**config.mk**
```make
export PLATFORM = sky130hd
export DESIGN_NAME = image_upload_flash_loader
export DESIGN_NICKNAME = d
export VERILOG_FILES = /design/src/hdl/iufl_pkg.sv /design/src/hdl/image_upload_flash_loader.sv /design/src/hdl/iufl_ctrl.sv /design/src/hdl/iufl_datapath.sv
export SDC_FILE = /design/constraint.sdc
export NUM_CORES = 1
export LEC_CHECK = 0
export ABC_AREA = 1
export BUFFER_PORTS_ARGS = -buffer_cell sky130_fd_sc_hd__buf_2
export CAP_MARGIN = 20
export CORE_UTILIZATION = 45
export DETAILED_ROUTE_END_ITERATION = 6
export GPL_ROUTABILITY_DRIVEN = 0
export GPL_TIMING_DRIVEN = 1
export RECOVER_POWER = 50
export SLEW_MARGIN = 20
export SYNTH_ARGS = -nofsm -noshare
export SYNTH_HDL_FRONTEND = slang
export SYNTH_SLANG_ARGS = --single-unit
```
**constraint.sdc**
```tcl
create_clock -name clk -period 11.2 [get_ports clk]
set_input_delay 1.68 -clock clk [delete_from_list [all_inputs] [get_ports clk]]
set_output_delay 1.68 -clock clk [all_outputs]
set_load 0.005 [all_outputs]
```
**src/hdl/iufl_pkg.sv**
```systemverilog
package iufl_pkg;

  typedef enum logic [1:0] {
    PH_ADDRESS = 2'd0,
    PH_HEADER  = 2'd1,
    PH_PALETTE = 2'd2,
    PH_DATA    = 2'd3
  } phase_t;

  typedef enum logic [1:0] {
    ST_IDLE = 2'd0,
    ST_EXEC = 2'd1,
    ST_MUL1 = 2'd2,
    ST_MUL2 = 2'd3
  } state_t;

  localparam logic [31:0] ADDRESS_BYTES = 32'd3;
  localparam logic [31:0] HEADER_BYTES  = 32'd6;
  localparam logic [31:0] PALETTE_BYTES = 32'd512;
  // header byte positions, counted from one
  localparam logic [31:0] HDR_DEPTH_POS = 32'd2;
  localparam logic [31:0] HDR_HGT_LO    = 32'd3;
  localparam logic [31:0] HDR_HGT_HI    = 32'd4;
  localparam logic [31:0] HDR_WID_LO    = 32'd5;
  localparam logic [7:0]  DEPTH_8BPP    = 8'd8;
  localparam logic [15:0] BYTE_MASK     = 16'h00FF;

  typedef struct packed {
    logic latch;  // capture the input byte
    logic exec;   // process the captured byte
    logic mul1;   // width * height
    logic mul2;   // times bytes per pixel
  } cmd_t;

  typedef struct packed {
    logic out_blocked;  // result register full and not taken
    logic hdr_last;     // captured byte closes the header
  } sts_t;

endpackage

```
**src/hdl/image_upload_flash_loader.sv**
```systemverilog
// Each byte is latched, then an execute step processes it and registers any
// write word on the output. A new byte is taken only once the last one is
// through; the last header byte also runs the two-step image size multiply.
// A byte's execute step waits while the previous word is held on the output.
// Reset: synchronous, active low; clears all but data regs; waits for address.
module image_upload_flash_loader
  import iufl_pkg::*;
#(
  parameter int ADDR_WIDTH = 24
) (
  input  logic        clk,
  input  logic        rst_n,
  input  logic        in_tvalid,
  output logic        in_tready,
  input  logic [7:0]  in_tdata,   // [7:0] byte_value
  output logic        out_tvalid,
  input  logic        out_tready,
  output logic [39:0] out_tdata,  // [23:0] flash_address, [39:24] flash_data
  output logic        out_tlast   // image_done
);

  cmd_t        cmd;
  sts_t        sts;
  logic [23:0] addr;
  logic [15:0] data;

  iufl_ctrl u_ctrl (
    .clk       (clk),
    .rst_n     (rst_n),
    .in_tvalid (in_tvalid),
    .in_tready (in_tready),
    .sts       (sts),
    .cmd       (cmd)
  );

  iufl_datapath #(
    .ADDR_WIDTH (ADDR_WIDTH)
  ) u_dp (
    .clk       (clk),
    .rst_n     (rst_n),
    .in_byte   (in_tdata),
    .cmd       (cmd),
    .sts       (sts),
    .out_valid (out_tvalid),
    .out_ready (out_tready),
    .out_addr  (addr),
    .out_data  (data),
    .out_done  (out_tlast)
  );

  assign out_tdata = {data, addr};

  a_one_at_a_time: assert property (@(posedge clk) disable iff (!rst_n)
    (in_tvalid && in_tready) |=> !in_tready)
    else $error("byte accepted while previous one in flight");

  a_mul_order: assert property (@(posedge clk) disable iff (!rst_n)
    cmd.mul2 |-> $past(cmd.mul1))
    else $error("size multiply steps out of order");

  a_word_from_exec: assert property (@(posedge clk) disable iff (!rst_n)
    $rose(out_tvalid) |-> $past(cmd.exec))
    else $error("output word without an execute step");

  a_cmd_onehot: assert property (@(posedge clk) disable iff (!rst_n)
    $onehot0({cmd.latch, cmd.exec, cmd.mul1, cmd.mul2}))
    else $error("more than one datapath command");

endmodule

```
**src/hdl/iufl_ctrl.sv**
```systemverilog
module iufl_ctrl
  import iufl_pkg::*;
(
  input  logic clk,
  input  logic rst_n,
  input  logic in_tvalid,
  output logic in_tready,
  input  sts_t sts,
  output cmd_t cmd
);

  state_t state_r, state_nxt;

  always_ff @(posedge clk) begin
    if (!rst_n) begin
      state_r <= ST_IDLE;
    end else begin
      state_r <= state_nxt;
    end
  end

  always_comb begin
    state_nxt = state_r;
    case (state_r)
      ST_IDLE: begin
        if (in_tvalid) state_nxt = ST_EXEC;
      end
      ST_EXEC: begin
        if (!sts.out_blocked) state_nxt = sts.hdr_last ? ST_MUL1 : ST_IDLE;
      end
      ST_MUL1: state_nxt = ST_MUL2;
      ST_MUL2: state_nxt = ST_IDLE;
      default: state_nxt = ST_IDLE;
    endcase
  end

  always_comb begin
    in_tready = 1'b0;
    cmd       = '0;
    case (state_r)
      ST_IDLE: begin
        in_tready = 1'b1;
        cmd.latch = in_tvalid;
      end
      ST_EXEC: cmd.exec = !sts.out_blocked;
      ST_MUL1: cmd.mul1 = 1'b1;
      ST_MUL2: cmd.mul2 = 1'b1;
      default: cmd = '0;
    endcase
  end

endmodule

```
**src/hdl/iufl_datapath.sv**
```systemverilog
module iufl_datapath
  import iufl_pkg::*;
#(
  parameter int ADDR_WIDTH = 24
) (
  input  logic        clk,
  input  logic        rst_n,
  input  logic [7:0]  in_byte,
  input  cmd_t        cmd,
  output sts_t        sts,
  output logic        out_valid,
  input  logic        out_ready,
  output logic [23:0] out_addr,
  output logic [15:0] out_data,
  output logic        out_done
);

  logic [7:0]            byte_r;
  phase_t                phase_r, phase_nxt;
  logic [31:0]           count_r, count_nxt;
  logic [ADDR_WIDTH-1:0] waddr_r, waddr_nxt;
  logic [31:0]           total_r;
  logic [31:0]           prod_r;
  logic [7:0]            depth_r, depth_nxt;
  logic [15:0]           height_r, height_nxt;
  logic [15:0]           width_r, width_nxt;
  logic                  paired_r, paired_nxt;
  logic                  have_low_r, have_low_nxt;
  logic [7:0]            held_r, held_nxt;
  logic                  ov_r;
  logic [23:0]           oa_r;
  logic [15:0]           od_r;
  logic                  odone_r;

  logic [31:0] cnt_inc;
  logic        emit;
  logic        done;
  logic        clr_total;
  logic [15:0] word;

  assign cnt_inc         = count_r + 32'd1;
  assign sts.out_blocked = ov_r && !out_ready;
  assign sts.hdr_last    = (phase_r == PH_HEADER) && (cnt_inc == HEADER_BYTES);

  always_comb begin
    phase_nxt    = phase_r;
    count_nxt    = cnt_inc;
    waddr_nxt    = waddr_r;
    depth_nxt    = depth_r;
    height_nxt   = height_r;
    width_nxt    = width_r;
    paired_nxt   = paired_r;
    have_low_nxt = have_low_r;
    held_nxt     = held_r;
    emit         = 1'b0;
    done         = 1'b0;
    clr_total    = 1'b0;
    word         = {8'd0, byte_r};
    case (phase_r)
      PH_ADDRESS: begin
        waddr_nxt = {waddr_r[ADDR_WIDTH-9:0], byte_r};
        if (cnt_inc == ADDRESS_BYTES) begin
          phase_nxt = PH_HEADER;
          count_nxt = '0;
        end
      end
      PH_HEADER: begin
        emit = 1'b1;
        if (cnt_inc == HDR_DEPTH_POS) begin
          depth_nxt = byte_r;
        end else if (cnt_inc == HDR_HGT_LO) begin
          height_nxt = {8'd0, byte_r};
        end else if (cnt_inc == HDR_HGT_HI) begin
          height_nxt = {byte_r, 8'd0} + height_r;
        end else if (cnt_inc == HDR_WID_LO) begin
          width_nxt = {8'd0, byte_r};
        end else if (cnt_inc == HEADER_BYTES) begin
          width_nxt    = {byte_r, 8'd0} + width_r;
          count_nxt    = '0;
          have_low_nxt = 1'b0;
          if (depth_r == DEPTH_8BPP) begin
            phase_nxt  = PH_PALETTE;
            paired_nxt = 1'b0;
          end else begin
            phase_nxt  = PH_DATA;
            paired_nxt = 1'b1;
          end
        end
      end
      PH_PALETTE: begin
        if (!have_low_r) begin
          held_nxt     = byte_r;
          have_low_nxt = 1'b1;
        end else begin
          word         = {byte_r, 8'd0} + ({8'd0, held_r} & BYTE_MASK);
          have_low_nxt = 1'b0;
          emit         = 1'b1;
          if (cnt_inc == PALETTE_BYTES) begin
            count_nxt = '0;
            phase_nxt = PH_DATA;
          end
        end
      end
      PH_DATA: begin
        if (paired_r && !have_low_r) begin
          held_nxt     = byte_r;
          have_low_nxt = 1'b1;
        end else begin
          if (paired_r) begin
            word         = {byte_r, 8'd0} + {8'd0, held_r};
            have_low_nxt = 1'b0;
          end
          emit = 1'b1;
          if (cnt_inc == total_r) begin
            done      = 1'b1;
            clr_total = 1'b1;
            count_nxt = '0;
            phase_nxt = PH_ADDRESS;
          end
        end
      end
      default: phase_nxt = PH_ADDRESS;
    endcase
    // the write goes out at the current address, then it steps (or clears at the end)
    if (emit) waddr_nxt = done ? '0 : waddr_r + 1'b1;
  end

  always_ff @(posedge clk) begin
    if (!rst_n) begin
      phase_r    <= PH_ADDRESS;
      count_r    <= '0;
      waddr_r    <= '0;
      total_r    <= '0;
      depth_r    <= '0;
      height_r   <= '0;
      width_r    <= '0;
      paired_r   <= 1'b0;
      have_low_r <= 1'b0;
      held_r     <= '0;
      ov_r       <= 1'b0;
    end else begin
      if (cmd.exec) begin
        phase_r    <= phase_nxt;
        count_r    <= count_nxt;
        waddr_r    <= waddr_nxt;
        depth_r    <= depth_nxt;
        height_r   <= height_nxt;
        width_r    <= width_nxt;
        paired_r   <= paired_nxt;
        have_low_r <= have_low_nxt;
        held_r     <= held_nxt;
        if (clr_total) total_r <= '0;
      end
      if (cmd.mul2) total_r <= 32'({27'd0, depth_r[7:3]} * prod_r);
      if (cmd.exec && emit) begin
        ov_r <= 1'b1;
      end else if (out_ready) begin
        ov_r <= 1'b0;
      end
    end
  end

  always_ff @(posedge clk) begin
    if (cmd.latch) byte_r <= in_byte;
    if (cmd.mul1) prod_r <= {16'd0, width_r} * {16'd0, height_r};
    if (cmd.exec && emit) begin
      oa_r    <= 24'(waddr_r);
      od_r    <= word;
      odone_r <= done;
    end
  end

  assign out_valid = ov_r;
  assign out_addr  = oa_r;
  assign out_data  = od_r;
  assign out_done  = odone_r;

endmodule
```
* Yosys cells after proc, flatten, opt, wreduce, memory -nomap -nowiden *
Index checks and enable logic that the tools add are counted.

word-level totals
  logic and storage cells = 151
  flip-flop bits (word level) = 224
  output and inout port bits = 43
  bits of input ports = 12

cells by class
  bitwise operators = 4
  $mul = 2
  reductions and logical operators = 27
  mux-type cells = 67
  equal/unequal tests = 29
  $add $sub $neg = 5

operator list
  operator               number
  $mux 32                13
  $pmux 32 s4            1
  $mux 16                7
  $eq 32x3->1 const B    3
  $mux 24                3
  $eq 32x2->1 const B    2
  $add 16x16->16         2
  $add 32x1->32 const B  1
  $eq 32x10->1 const B   1
  $eq 32x32->1           1
  $mul 16x16->32         1
  $mul 5x32->32          1
  $pmux 16 s2            1
  $mux 2                 13
  $add 24x1->24 const B  1
  $mux 1                 22
  $ne 2x2->1 const B     9
  $add 16x8->16          1
  $mux 8                 2
  $pmux 2 s4             2
  $pmux 8 s2             1
  $reduce_bool 2->1      7
  $reduce_and 11->1      1
  $ne 2x1->1 const B     5
  16 further kinds       33

* Depth between registers and ports, before layout *
Gate-level depths: netlist (run 1).

  depth after elaboration = 8
  depth in mapped cells = 30
  mapped depth without buffers = 28

* Modules after synthesis *
Synthesis (run 1) repeated with hierarchy kept, for this count alone.

second synthesis, totals
  cells, all modules = 3270
  area total of the unflattened synthesis = 24379.6 um^2

by module, submodules not included
  module         cells an instance  instances  area an instance (um^2)  seq. area each (um^2)
  iufl_datapath  3252               1          24267.0                  5255.0
  iufl_ctrl      18                 1          112.6                    40.0

* Worst setup path after synthesis (run 1) *
No wires, ideal clock.

  kind = flip-flop to flip-flop
  from = register u_dp.width_r[9]
  to = register u_dp.prod_r[30], data pin
  data required time = 10.935 ns
  stages on the path, launching flop included = 26
  setup slack = 5.253 ns
  period minus slack after synthesis = 5.947 ns
  buffers on the path = 2
  library setup time = 0.265 ns
  data arrival time = 5.683 ns
  cell sequence = dfxtp_1 > clkbuf_1 > clkbuf_1 > nand2_1 > fa_1 > fa_1 > fa_1 > fa_1 > inv_1 > fa_1 > inv_1 > fa_1 > inv_1 > ha_1 > a21oi_1 > o21a_1 > nand3_1 > nand2_1 > nand2_1 > a21oi_1 > inv_1 > a21oi_1 > inv_1 > nand3_1 > o211ai_1 > xor2_1

on the way
  longest elaborated chain between the ends = 1

RTL lines
  item                    RTL line              text
  from (decl)             iufl_datapath.sv:26   logic [15:0] width_r, width_nxt;
  from (signal assigned)  iufl_datapath.sv:148  width_r <= width_nxt;
  $mul 16x16->32          iufl_datapath.sv:165  if (cmd.mul1) prod_r <= {16'd0, width_r} * {16'd0, height_r};
  to (signal assigned)    iufl_datapath.sv:165
  to (decl)               iufl_datapath.sv:23   logic [31:0] prod_r;

Every way passes these cells.
A chain may end at the register's enable or synchronous reset.

* Final worst setup path (run 1) *
Ends and elaborated chain as after synthesis.

==> impl_results.md, run 1 <==
* Peak Freq at 154 MHz
* Antenna cell count at 0
* Number of synthesized flops with an enable pin at 81
* P&R area growth vs syn at 6.21%
* Worst slew pin tran at 2.39 ns
* Global-route wire length before repair at 105000 µm
* Root Buffer: clkbuf_16
* Global routing's busiest layer: met2
* Slowest cell on the critical path: dfxtp_1
* Reg2Reg Capture Point: u_dp.prod_r[30]
* MaxCap Viol Count at 4
* Synthesis warning total at 0
* Worst Reg-to-Reg Cells at 23
* Hold bufs inserted after CTS at 0
* Grt met1 use at 30.6%
* Cells after Synth at 3321
* Global routing met3 resource utilization at 1.92%
* Most used cell, CP: fa_1
* Unique masters post-synth at 52
* Vert. Die Dim at 236 µm
* Worst Hold Path Cells at 2
* H-tree Lvls at 1
* Synth async-reset ratio at 0%
* Post-Synth Adder-Cell Area at 30.9%
* Syn_area_per_cell at 7.41 µm²
* Element type at the critical path end: register
* Outcome: finished, violations left
* DRC at 0
* Compound-gate portion of the synthesized area at about a tenth
* Failing checks: capacitance limit, slew limit
* HP Start: u_dp.depth_r[0]
* Min Tclk post-route at 6.48 ns
* Antenna viol nets, final at 0
* Setup TNS at 0 ns
* Clk buf depth at 3
* Crit path max fanout at 19
* Die area at 0.0556 mm²
* Worst Hold Endpoint: u_dp.depth_r[0]
* Gr usage total at a little under a quarter
* Synth area leaders: fa_1, nand2_1, dfxtp_1
* Wirelength, routed at 63500 µm
* CTS tree: built
* Power Density at 68.8 mW/mm²
* Vias/cell at 5.21
* Rows at 85
* IO Count at 55
* CTS Sinks at 224
* RSZ-0062 raised after global routing: no
* Share of cells above drive strength 1 at 4.69%
* Detail Placement HPWL at 49600 µm
* Setup-failing EPs final at 0
* Post-Syn Area at 0.0246 mm²
* Vias in the first global route at between 20000 and 25000
* Fillers at 5395
* Prevailing post-synth register cell: dfxtp_1
* CP arrival at between 6 and 7 ns
* Largest family of logic cells by synthesized area: adder cells
* CP max stage delay at 0.93 ns
* Core Area at 0.0539 mm²
* Hold Crit Class: reg -> reg
* Clock skew at approximately 0.029 ns
* Period utilization at ~58%
* Worst-skew pair later-pin latency at 0.56 ns
* Vias at 20900
* Post-Synth XOR/XNOR Area at 2.55%
* NumNets Final at 3738
* Largest net degree at the start of global routing at 71
* 1st-iter DRT viols at 1494
* CP Class: reg -> reg
* Leakage at about 14 nW
* Post-Synth Simple-Gate Area at 22.5%
* Post-synthesis mux area share at 0%
* IO buf count at 54
* Postcts setup bufs at 0
* Chip width at approximately 240 µm
* Worst-path clk slew at 0.06 ns
* Final Hold Viols at 0
* Sequential cell area at 0.00530 mm²
* Post-CTS Resized at 0
* Initial antenna violation count at 0
* Part of the Yosys area used for sequential elements at 21.5%
* Worst path cell trace: nand2_1, fa_1, fa_1, fa_1, fa_1, inv_1, fa_1, inv_1, fa_1, inv_1, ha_1, a21oi_1, o21a_1, nand3_1, nand2_1, nand2_1, a21oi_1, inv_1, a21oi_1, inv_1, nand3_1, o211ai_1, xor2_1
* Drt first pass iters at 6
* Area leader, netlist: fa_1
* Critical Path Start Type: register
* Synth top area share at a little under a quarter
* Reg-to-reg critical path startpoint: u_dp.width_r[9]
* Synth Register Bits at 224
* Inserted Clock Buffers at 27
* Min Hold Slack at around 0.45 ns
* Multi-input logic area at 0.0162 mm²
* Routed WL per cell at around 16 µm
* Rel. slew slack at -59.4%
* Fin. max-slew vios at ~180
* CP required at 11.48 ns
* Initial Util at a little under half
* Met2 Track Usage GR at between 30% and 40%
* Reg2Reg Setup Slack at 4.72 ns
* Max VDD drop at approximately 0.000077 V
* Post-Syn Nets at approximately 3800
* GRT overflow at 0
critical path: cells and delay by family, from the launching register on:
| kind | cells | cell delay, ns |
|---|---|---|
| compound gates | 5 | 0.79 |
| xor+xnor | 1 | 0.15 |
| fa+ha+maj | 7 | 3.45 |
| buf+inv | 5 | 0.34 |
| flops | 1 | 0.93 |
| simple gates | 5 | 0.54 |
area by class of cell:
type	count	area share, %
inverters	694	9.97
flip-flops and latches	224	20.3
clock buffers	34	2.88
well taps	696	3.33
repair buffers	65	1.28
clock inverters	14	0.388
multi-input cells	2273	61.9
cells in the mapped netlist, types with 42 or more instances:
cell / count
edfxtp_1: 81
nand3_1: 174
xor2_1: 42
ha_1: 162
fa_1: 279
dfxtp_1: 143
inv_1: 684
clkbuf_1: 105
nand2_1: 840
nor2_1: 179
o21ai_0: 142
a21oi_1: 249
per-stage QoR:
stage	area (µm²)	util, %	instances	setup WS [ns]	total power, mW
global placement	25300	46.9	3951	4.79	0.952
detailed placement	25300	46.9	3952	4.74	0.954
finish	26100	48.5	4000	4.72	1.80
floorplan	24600	-	3321	5.25	0.928
CTS	26200	48.5	4000	4.74	1.82
global route	26100	48.5	4000	4.32	1.86
worst max-delay path by stage:
stage	start	end	slack [ns]	depth (start not counted)
2_1_floorplan	u_dp.width_r[9]	u_dp.prod_r[30]	5.25	25
3_3_place_gp	u_dp.width_r[10]	u_dp.prod_r[30]	4.79	23
3_5_place_dp	u_dp.width_r[10]	u_dp.prod_r[30]	4.74	23
4_1_cts	u_dp.width_r[10]	u_dp.prod_r[30]	4.74	23
5_1_grt	u_dp.width_r[9]	u_dp.prod_r[28]	4.32	20
6_report	u_dp.width_r[9]	u_dp.prod_r[30]	4.72	23
flip-flops by register name (all words and copies together) (netlist names), named ones only:
register,count
u_dp.total_r,32
u_dp.paired_r,1
u_dp.out_valid,1
u_dp.out_addr,24
u_dp.held_r,8
u_dp.have_low_r,1
u_ctrl.state_r,1
u_dp.phase_r,2
u_dp.out_data,16
u_dp.out_done,1
u_dp.byte_r,8
u_dp.depth_r,8
u_dp.height_r,16
u_dp.width_r,16
u_dp.count_r,32
u_dp.prod_r,32
u_dp.waddr_r,24
routing by layer:
layer	vias up	routed length [µm]
met5	-	0
met4	0	2170
met3	114	2710
met2	479	30900
met1	10100	27700
li1	10200	-
power by group:
group	internal, mW	switching (mW)	total [mW]	leakage [nW]
clock network	0.497	0.361	0.859	0.428
registers	0.850	0.0177	0.868	1.87
logic	0.0199	0.0504	0.0703	11.2
total	1.37	0.430	1.80	13.5
cell usage in the layout (no fill, tap or decap), types with 5 or more instances in the layout:
| master | netlist | final |
|---|---|---|
| a31oi_1 | 10 | 10 |
| or2_2 | 10 | 10 |
| inv_1 | 684 | 683 |
| o21a_1 | 7 | 7 |
| nor2_1 | 179 | 179 |
| clkinv_2 | 1 | 8 |
| o21ai_0 | 142 | 142 |
| edfxtp_1 | 81 | 81 |
| inv_2 | 6 | 6 |
| xor2_1 | 42 | 42 |
| a21o_1 | 5 | 5 |
| a21oi_1 | 249 | 249 |
| ha_1 | 162 | 162 |
| nand2_2 | 15 | 16 |
| clkbuf_16 | 0 | 28 |
| nor2_4 | 12 | 13 |
| o21bai_1 | 14 | 14 |
| buf_4 | 1 | 7 |
| clkinv_1 | 3 | 6 |
| nand3_1 | 174 | 173 |
| fa_1 | 279 | 279 |
| nand2_1 | 840 | 839 |
| nand3b_1 | 9 | 9 |
| nor3_1 | 24 | 24 |
| buf_2 | 7 | 42 |
| nor2_2 | 8 | 7 |
| nand4_1 | 23 | 23 |
| dfxtp_1 | 143 | 142 |
| clkbuf_1 | 105 | 18 |
| o211ai_1 | 7 | 7 |
| xnor2_1 | 27 | 27 |
cell families after synthesis:
group           after synthesis
xor+xnor                     70
fa+ha+maj                   441
buf+inv                     824
flops                       224
simple gates               1313
compound gates              449
(Power assumes the default switching activity.)
==> run 2, diff against run 1 <==
--- a/config.mk
+++ b/config.mk
@@ -5,7 +5,7 @@
 export SDC_FILE = /design/constraint.sdc
 export NUM_CORES = 1
 export LEC_CHECK = 0
-export ABC_AREA = 1
+export ABC_AREA = 0
 export BUFFER_PORTS_ARGS = -buffer_cell sky130_fd_sc_hd__buf_2
 export CAP_MARGIN = 20
 export CORE_UTILIZATION = 45
==> constraint.sdc (replaced) <==
create_clock -name clk -period 6 [get_ports clk]
set_input_delay 0.9 -clock clk [delete_from_list [all_inputs] [get_ports clk]]
set_output_delay 0.9 -clock clk [all_outputs]
set_load 0.005 [all_outputs]
==> run 2 against run 1 <==
The flow still finishes with violations (capacitance limit, slew limit). Critical path type unchanged. Largest cell class unchanged. Synthesized cell count down 17%. Global-route usage rose by 1.1 points. Core utilization up 2.5 points.
==> impl_results.md, run 2 <==
* Top Registers: u_dp.count_r x32, u_dp.prod_r x32, u_dp.total_r x32
* Number of synthesized flops with an enable pin at 81
* Fillers at 4988
* Max VDD drop at roughly 0.00023 V
* Post-Syn Area at around 0.024 mm²
* Vias/cell at 5.70
* Initial antenna violation count at 0
* Synth Register Bits at 224
* Critical Path Start Type: register
* Global-route wire length before repair at roughly 110000 µm
* Routed WL per cell at 18.7 µm
* Setup-failing EPs final at 0
* Vias at about 20000
* Hold bufs inserted after CTS at 0
* Peak Freq at 170 MHz
* Crit path max fanout at 5
* H-tree Lvls at 1
* CTS tree: built
* Outcome: finished, violations left
* Largest net degree at the start of global routing at 82
* Vias in the first global route at 20000
* Drt first pass iters at 7
* IO buf count at 54
* Worst-skew pair later-pin latency at a little under 0.6 ns
* Min Tclk post-route at 5.89 ns
* CP required at 6.31 ns
* Commonest non-fill, non-tap cell in the layout: nand2_1
* Most frequent cells in the layout: nand2_1, inv_1, fa_1
* Root Buffer: clkbuf_16
* Power Density at 125 mW/mm²
* Failing checks: capacitance limit, slew limit
* Min Hold Slack at 0.485 ns
* Antenna cell count at 0
* DP Worst Slack at -0.252 ns
* Clock skew at 0.0186 ns
* CTS Sinks at 224
* Area leader, netlist: fa_1
* Worst-path clk slew at 0.06 ns
* Leakage at 12.2 nW
* GRT overflow at 0
* Gr usage total at between 20% and 30%
* Period utilization at about 98%
* Hold Crit Class: reg -> reg
* RSZ-0062 raised after global routing: yes
* Vert. Die Dim at approximately 230 µm
* Final Hold Viols at 0
* Core Util, Final at 50.9%
* Cells after Synth at 2750
* Syn_area_per_cell at 8.84 µm²
* Share of cells above drive strength 1 at between 10% and 20%
* Detail Placement HPWL at between 50000 and 60000 µm
* Sequential cell area at 0.00536 mm²
* Top cells by count, synth: inv_1, nand2_1, fa_1
* DRC at 0
* Rows at 84
* Top-count cell post-synth: inv_1
* Antenna viol nets, final at 0
* Core Area at 0.0530 mm²
* P&R area growth vs syn at 10.9%
* Inserted Clock Buffers at 28
* Wirelength, routed at ~66000 µm
* Power Total at 3.37 mW
* CP Class: reg -> reg
* Rel. slew slack at -160%
* Worst slew pin tran at about 4 ns
* Clk buf depth at 3
* Initial Util at between 40% and 50%
* CP arrival at a little over 6 ns
* Part of the Yosys area used for sequential elements at approximately 22%
* IO Count at 55
* Prevailing post-synth register cell: dfxtp_1
* Synthesis warning total at 0
* Multi-input logic area at 0.0173 mm²
* Synth async-reset ratio at 0%
* Synth area leaders: fa_1, dfxtp_1, edfxtp_1
* Unique masters post-synth at 87
* MaxCap Viol Count at 3
* Fin worst setup slack at 0.107 ns
* NumNets Final at 3273
* Element type at the critical path end: register
* Synth top area share at 23.0%
* 1st-iter DRT viols at 1262
* Chip width at roughly 230 µm
* Fin. max-slew vios at 159
* Post-Syn Nets at 3203
* Die area at between 0.05 and 0.06 mm²
-- run 2: path summary, 6_finish.rpt --
kind,start,depth (start not counted),slack [ns],endpoint
min reg2reg,u_dp.waddr_r[23],0,0.48,u_dp.out_addr[23]
max,u_dp.width_r[5],23,0.11,u_dp.prod_r[31]
min,u_dp.waddr_r[23],0,0.48,u_dp.out_addr[23]
max reg2reg,u_dp.width_r[5],23,0.11,u_dp.prod_r[31]
-- run 2: cell families (layout without fill, tap and decap cells) --
group           count (synthesis)  count (layout)  share of synthesized area, %
compound gates                426             426                          11.7
xor+xnor                      111             111                          4.05
fa+ha+maj                     441             441                          31.3
buf+inv                       477             569                          7.75
flops                         224             224                          21.8
mux                            43              43                          1.77
simple gates                 1028            1028                          21.7
-- run 2: worst max-delay path: stages, from the launching register on --
cell	delay (ns)
dfxtp_4	0.37
buf_12	0.13
and2_4	0.13
fa_1	0.47
inv_1	0.05
fa_1	0.48
fa_1	0.52
fa_1	0.50
inv_1	0.05
fa_1	0.47
inv_1	0.05
fa_1	0.50
inv_2	0.05
ha_4	0.24
a21oi_2	0.11
o21ai_1	0.09
a22o_1	0.23
o21ai_2	0.21
a31oi_2	0.14
a2111oi_2	0.36
nor2_1	0.11
o21a_1	0.19
nor2_2	0.10
xnor2_1	0.08
-- run 2: timing repair --
action / CTS / global route
resized for setup: 25 / 76
pin swaps: 3 / 31
gates cloned: 0 / 0
setup buffers: 0 / 9
setup endpoints to repair: 7 / 9
-- run 2: layer usage --
layer | track usage [%] | up-vias | wire length [µm]
met2 | 42.6 | 569 | 33300
met1 | 31.0 | 10100 | 28000
met4 | 7.64 | 0 | 1780
li1 | - | 9334 | -
met5 | 0 | - | 0
met3 | 2.14 | 103 | 2940
-- run 2: cell type report --
class / count / area share [%]
Timing Repair Buffer: 187 / 4.73
Tap cell: 688 / 3.19
Clock inverter: 19 / 0.682
Inverter: 330 / 4.59
Clock buffer: 33 / 2.67
Multi-Input combinational cell: 2049 / 64.3
Sequential cell: 224 / 19.9
-- run 2: through the flow --
stage                     area, µm²  std cells  TNS (ns)
after global placement        25800       3469    -0.344
after floorplan               24400       2750  -0.00142
after detailed placement      25800       3469    -0.667
after CTS                     26700       3521         0
final                         27000       3530         0
after global routing          27000       3530    -0.197
-- run 2: report_power, final --
group | switching (mW) | internal [mW]
registers | 0.0256 | 1.57
clock network | 0.718 | 0.953
logic | 0.0698 | 0.0318
total | 0.814 | 2.56
==> run 3, diff against run 2 <==
==> constraint.sdc (replaced) <==
create_clock -name clk -period 7.4 [get_ports clk]
set_input_delay 1.11 -clock clk [delete_from_list [all_inputs] [get_ports clk]]
set_output_delay 1.11 -clock clk [all_outputs]
set_load 0.005 [all_outputs]
==> run 3 against run 2 <==
The run still ends with capacitance limit, slew limit left. Highest routed layer unchanged. Non-clock buffer count is 102 lower. Register-to-register slack better by 0.47 ns. Cell area is 4.0% lower. Critical path depth is 2 lower. Clock power is 19% lower. Wire length is 0.40% lower. Total power is 19% lower. Cell count is 2.9% lower. Worst hold slack worse by 0.019 ns.
==> impl_results.md, run 3 (synthesis gave the netlist of run 2 again) <==
* GRT overflow at 0
* Detail Placement HPWL at 50000 µm
* Hold Crit Class: reg -> reg
* Share of cells above drive strength 1 at 5.15%
* Fillers at 5118
* Placed cell area at between 0.02 and 0.03 mm²
* Worst path top cell family by delay: adder cells
* Peak Freq at 146 MHz
* Global-route wire length before repair at around 110000 µm
* Seq pwr share at 47.5%
* CP max stage delay at 0.83 ns
* Multi-input logic area at 0.0172 mm²
* Postcts setup bufs at 0
* Reg2Reg Setup Slack at 0.57 ns
* Largest net degree at the start of global routing at 76
* NumNets Final at 3170
* Initial Util at a little under half
* Final Hold Viols at 0
* Vias in the first global route at just under 20000
* Worst Hold Path Cells at 0
* Rel. slew slack at -108%
* Fin cells at between 3000 and 4000
* Inserted Clock Buffers at 27
* CTS Sinks at 224
* Power Density at 106 mW/mm²
* Outcome: finished, violations left
* IO Count at between 50 and 60
* Worst-skew pair later-pin latency at just under 0.6 ns
* Failing checks: capacitance limit, slew limit
* Vias/cell at 5.74
* 1st-iter DRT viols at between 1000 and 1500
* Clk buf depth at 3
* Worst slew pin tran at 3.11 ns
* Min Tclk post-route at slightly below 7 ns
* Comb pwr share at under 10%
* Crit path max fanout at 15
* Sequential cell area at 0.00530 mm²
* Final Cell Area at approximately 0.026 mm²
* Worst Reg-to-Reg Cells at 21
* Period utilization at 92.3%
* Antenna viol nets, final at 0
* Initial antenna violation count at 0
* Net Sw Power at between 0.6 and 0.7 mW
* Setup TNS at 0 ns
* MaxCap Viol Count at 4
* P&R area growth vs syn at 6.51%
* Pint at roughly 2.1 mW
* Clock share of power at about half
* CTS tree: built
* Drt first pass iters at 5
* Routed WL per cell at 19.2 µm
* Gr usage total at 24.2%
* Setup-failing EPs final at 0
* Commonest non-fill, non-tap cell in the layout: inv_1
* Post-CTS Resized at 0
* CP arrival at 7.14 ns
* Clock skew at around 0.018 ns
* DRC at 0
* Hold bufs inserted after CTS at 0
* Slowest cell on the critical path: dfxtp_1
* CP required at 7.72 ns
* Top Registers: u_dp.count_r x32, u_dp.prod_r x32, u_dp.total_r x32
* Root Buffer: clkbuf_16
* Dpl cells at 3376
* WP buf/inv at 3
* Leakage at 11.6 nW
* Element type at the critical path end: register
* RSZ-0062 raised after global routing: no
* Core Area at 0.0530 mm²
* Fin. max-slew vios at 198
* Worst-path clk slew at 0.06 ns
* Most used cell, CP: fa_1
* Worst path cell trace: nand2_1, fa_1, fa_1, fa_1, fa_1, inv_1, fa_1, inv_1, fa_1, inv_1, ha_1, a21oi_1, o21ai_0, a22o_1, o21ai_0, a31oi_1, a2111oi_0, nor2_1, o21a_1, nor2_1, xnor2_1
* Rows at 84
* Antenna cell count at 0
* Most frequent cells in the layout: inv_1, nand2_1, fa_1
* Vert. Die Dim at around 230 µm
* Switching share of power at 23.5%
* Die area at ~0.055 mm²
* Wirelength, routed at 65800 µm
* Max VDD drop at 0.000133 V
* CP Class: reg -> reg
* IO buf count at 54
* Chip width at 234 µm
* Critical Path Start Type: register
* H-tree Lvls at 1
* Vias at 19700
* CP Depth at 21
## run 3: cell count changes in the layout (fill, tap and decap cells not counted), moves of 7 or more
cell,before,now
and2_4,8,0
buf_4,118,28
buf_6,8,0
dfxtp_1,118,143
dfxtp_2,11,0
dfxtp_4,14,0
o21ai_0,85,92
## run 3: final cells by class
| type | instances | share of cell area (%) |
|---|---|---|
| clock buffers | 38 | 3.05 |
| repair buffers | 85 | 1.71 |
| inverters | 330 | 4.78 |
| multi-input cells | 2049 | 66.2 |
| clock inverters | 12 | 0.449 |
| well taps | 688 | 3.32 |
| flip-flops and latches | 224 | 20.4 |
## run 3: power groups by stage
stage	registers [mW]	clock network [mW]	logic, mW
finish	1.30	1.35	0.0814
floorplan	1.32	0	0.0574
CTS	1.30	1.38	0.0812
global route	1.30	1.44	0.0889
detailed placement	1.33	0	0.0808
global placement	1.33	0	0.0790
## run 3: metal layers
| layer | up-vias | routed length [µm] | global-route usage, % |
|---|---|---|---|
| met1 | 9803 | 27900 | 31.5 |
| li1 | 9135 | - | - |
| met5 | - | 0 | 0 |
| met3 | 135 | 3140 | 2.73 |
| met2 | 593 | 32600 | 41.9 |
| met4 | 0 | 2050 | 7.64 |
## run 3: path summary, 6_finish.rpt
kind / to / start
worst max register to register: u_dp.prod_r[31] / u_dp.width_r[8]
worst min register to register: u_dp.out_addr[22] / u_dp.waddr_r[22]
worst min-delay path: u_dp.out_addr[22] / u_dp.waddr_r[22]
worst max-delay path: u_dp.prod_r[31] / u_dp.width_r[8]
## run 3: worst reg2reg max path, cell delays in order (launching register included)
cell and delay (ns):
dfxtp_1 0.83, nand2_1 0.18, fa_1 0.53, fa_1 0.46, fa_1 0.53, fa_1 0.56, inv_1 0.05, fa_1 0.48
inv_1 0.05, fa_1 0.47, inv_1 0.04, ha_1 0.34, a21oi_1 0.17, o21ai_0 0.15, a22o_1 0.23, o21ai_0 0.33
a31oi_1 0.24, a2111oi_0 0.46, nor2_1 0.12, o21a_1 0.18, nor2_1 0.12, xnor2_1 0.07
## run 3: per-stage QoR
stage	worst slack [ns]	utilization [%]	power (mW)	hold slack, ns
4_1_cts	0.646	49.0	2.77	0.470
5_1_grt	0.172	48.9	2.82	0.494
3_3_place_gp	0.796	47.3	1.40	0.452
2_1_floorplan	1.17	-	1.37	0.425
3_5_place_dp	0.683	47.3	1.41	0.445
6_report	0.573	48.9	2.74	0.465
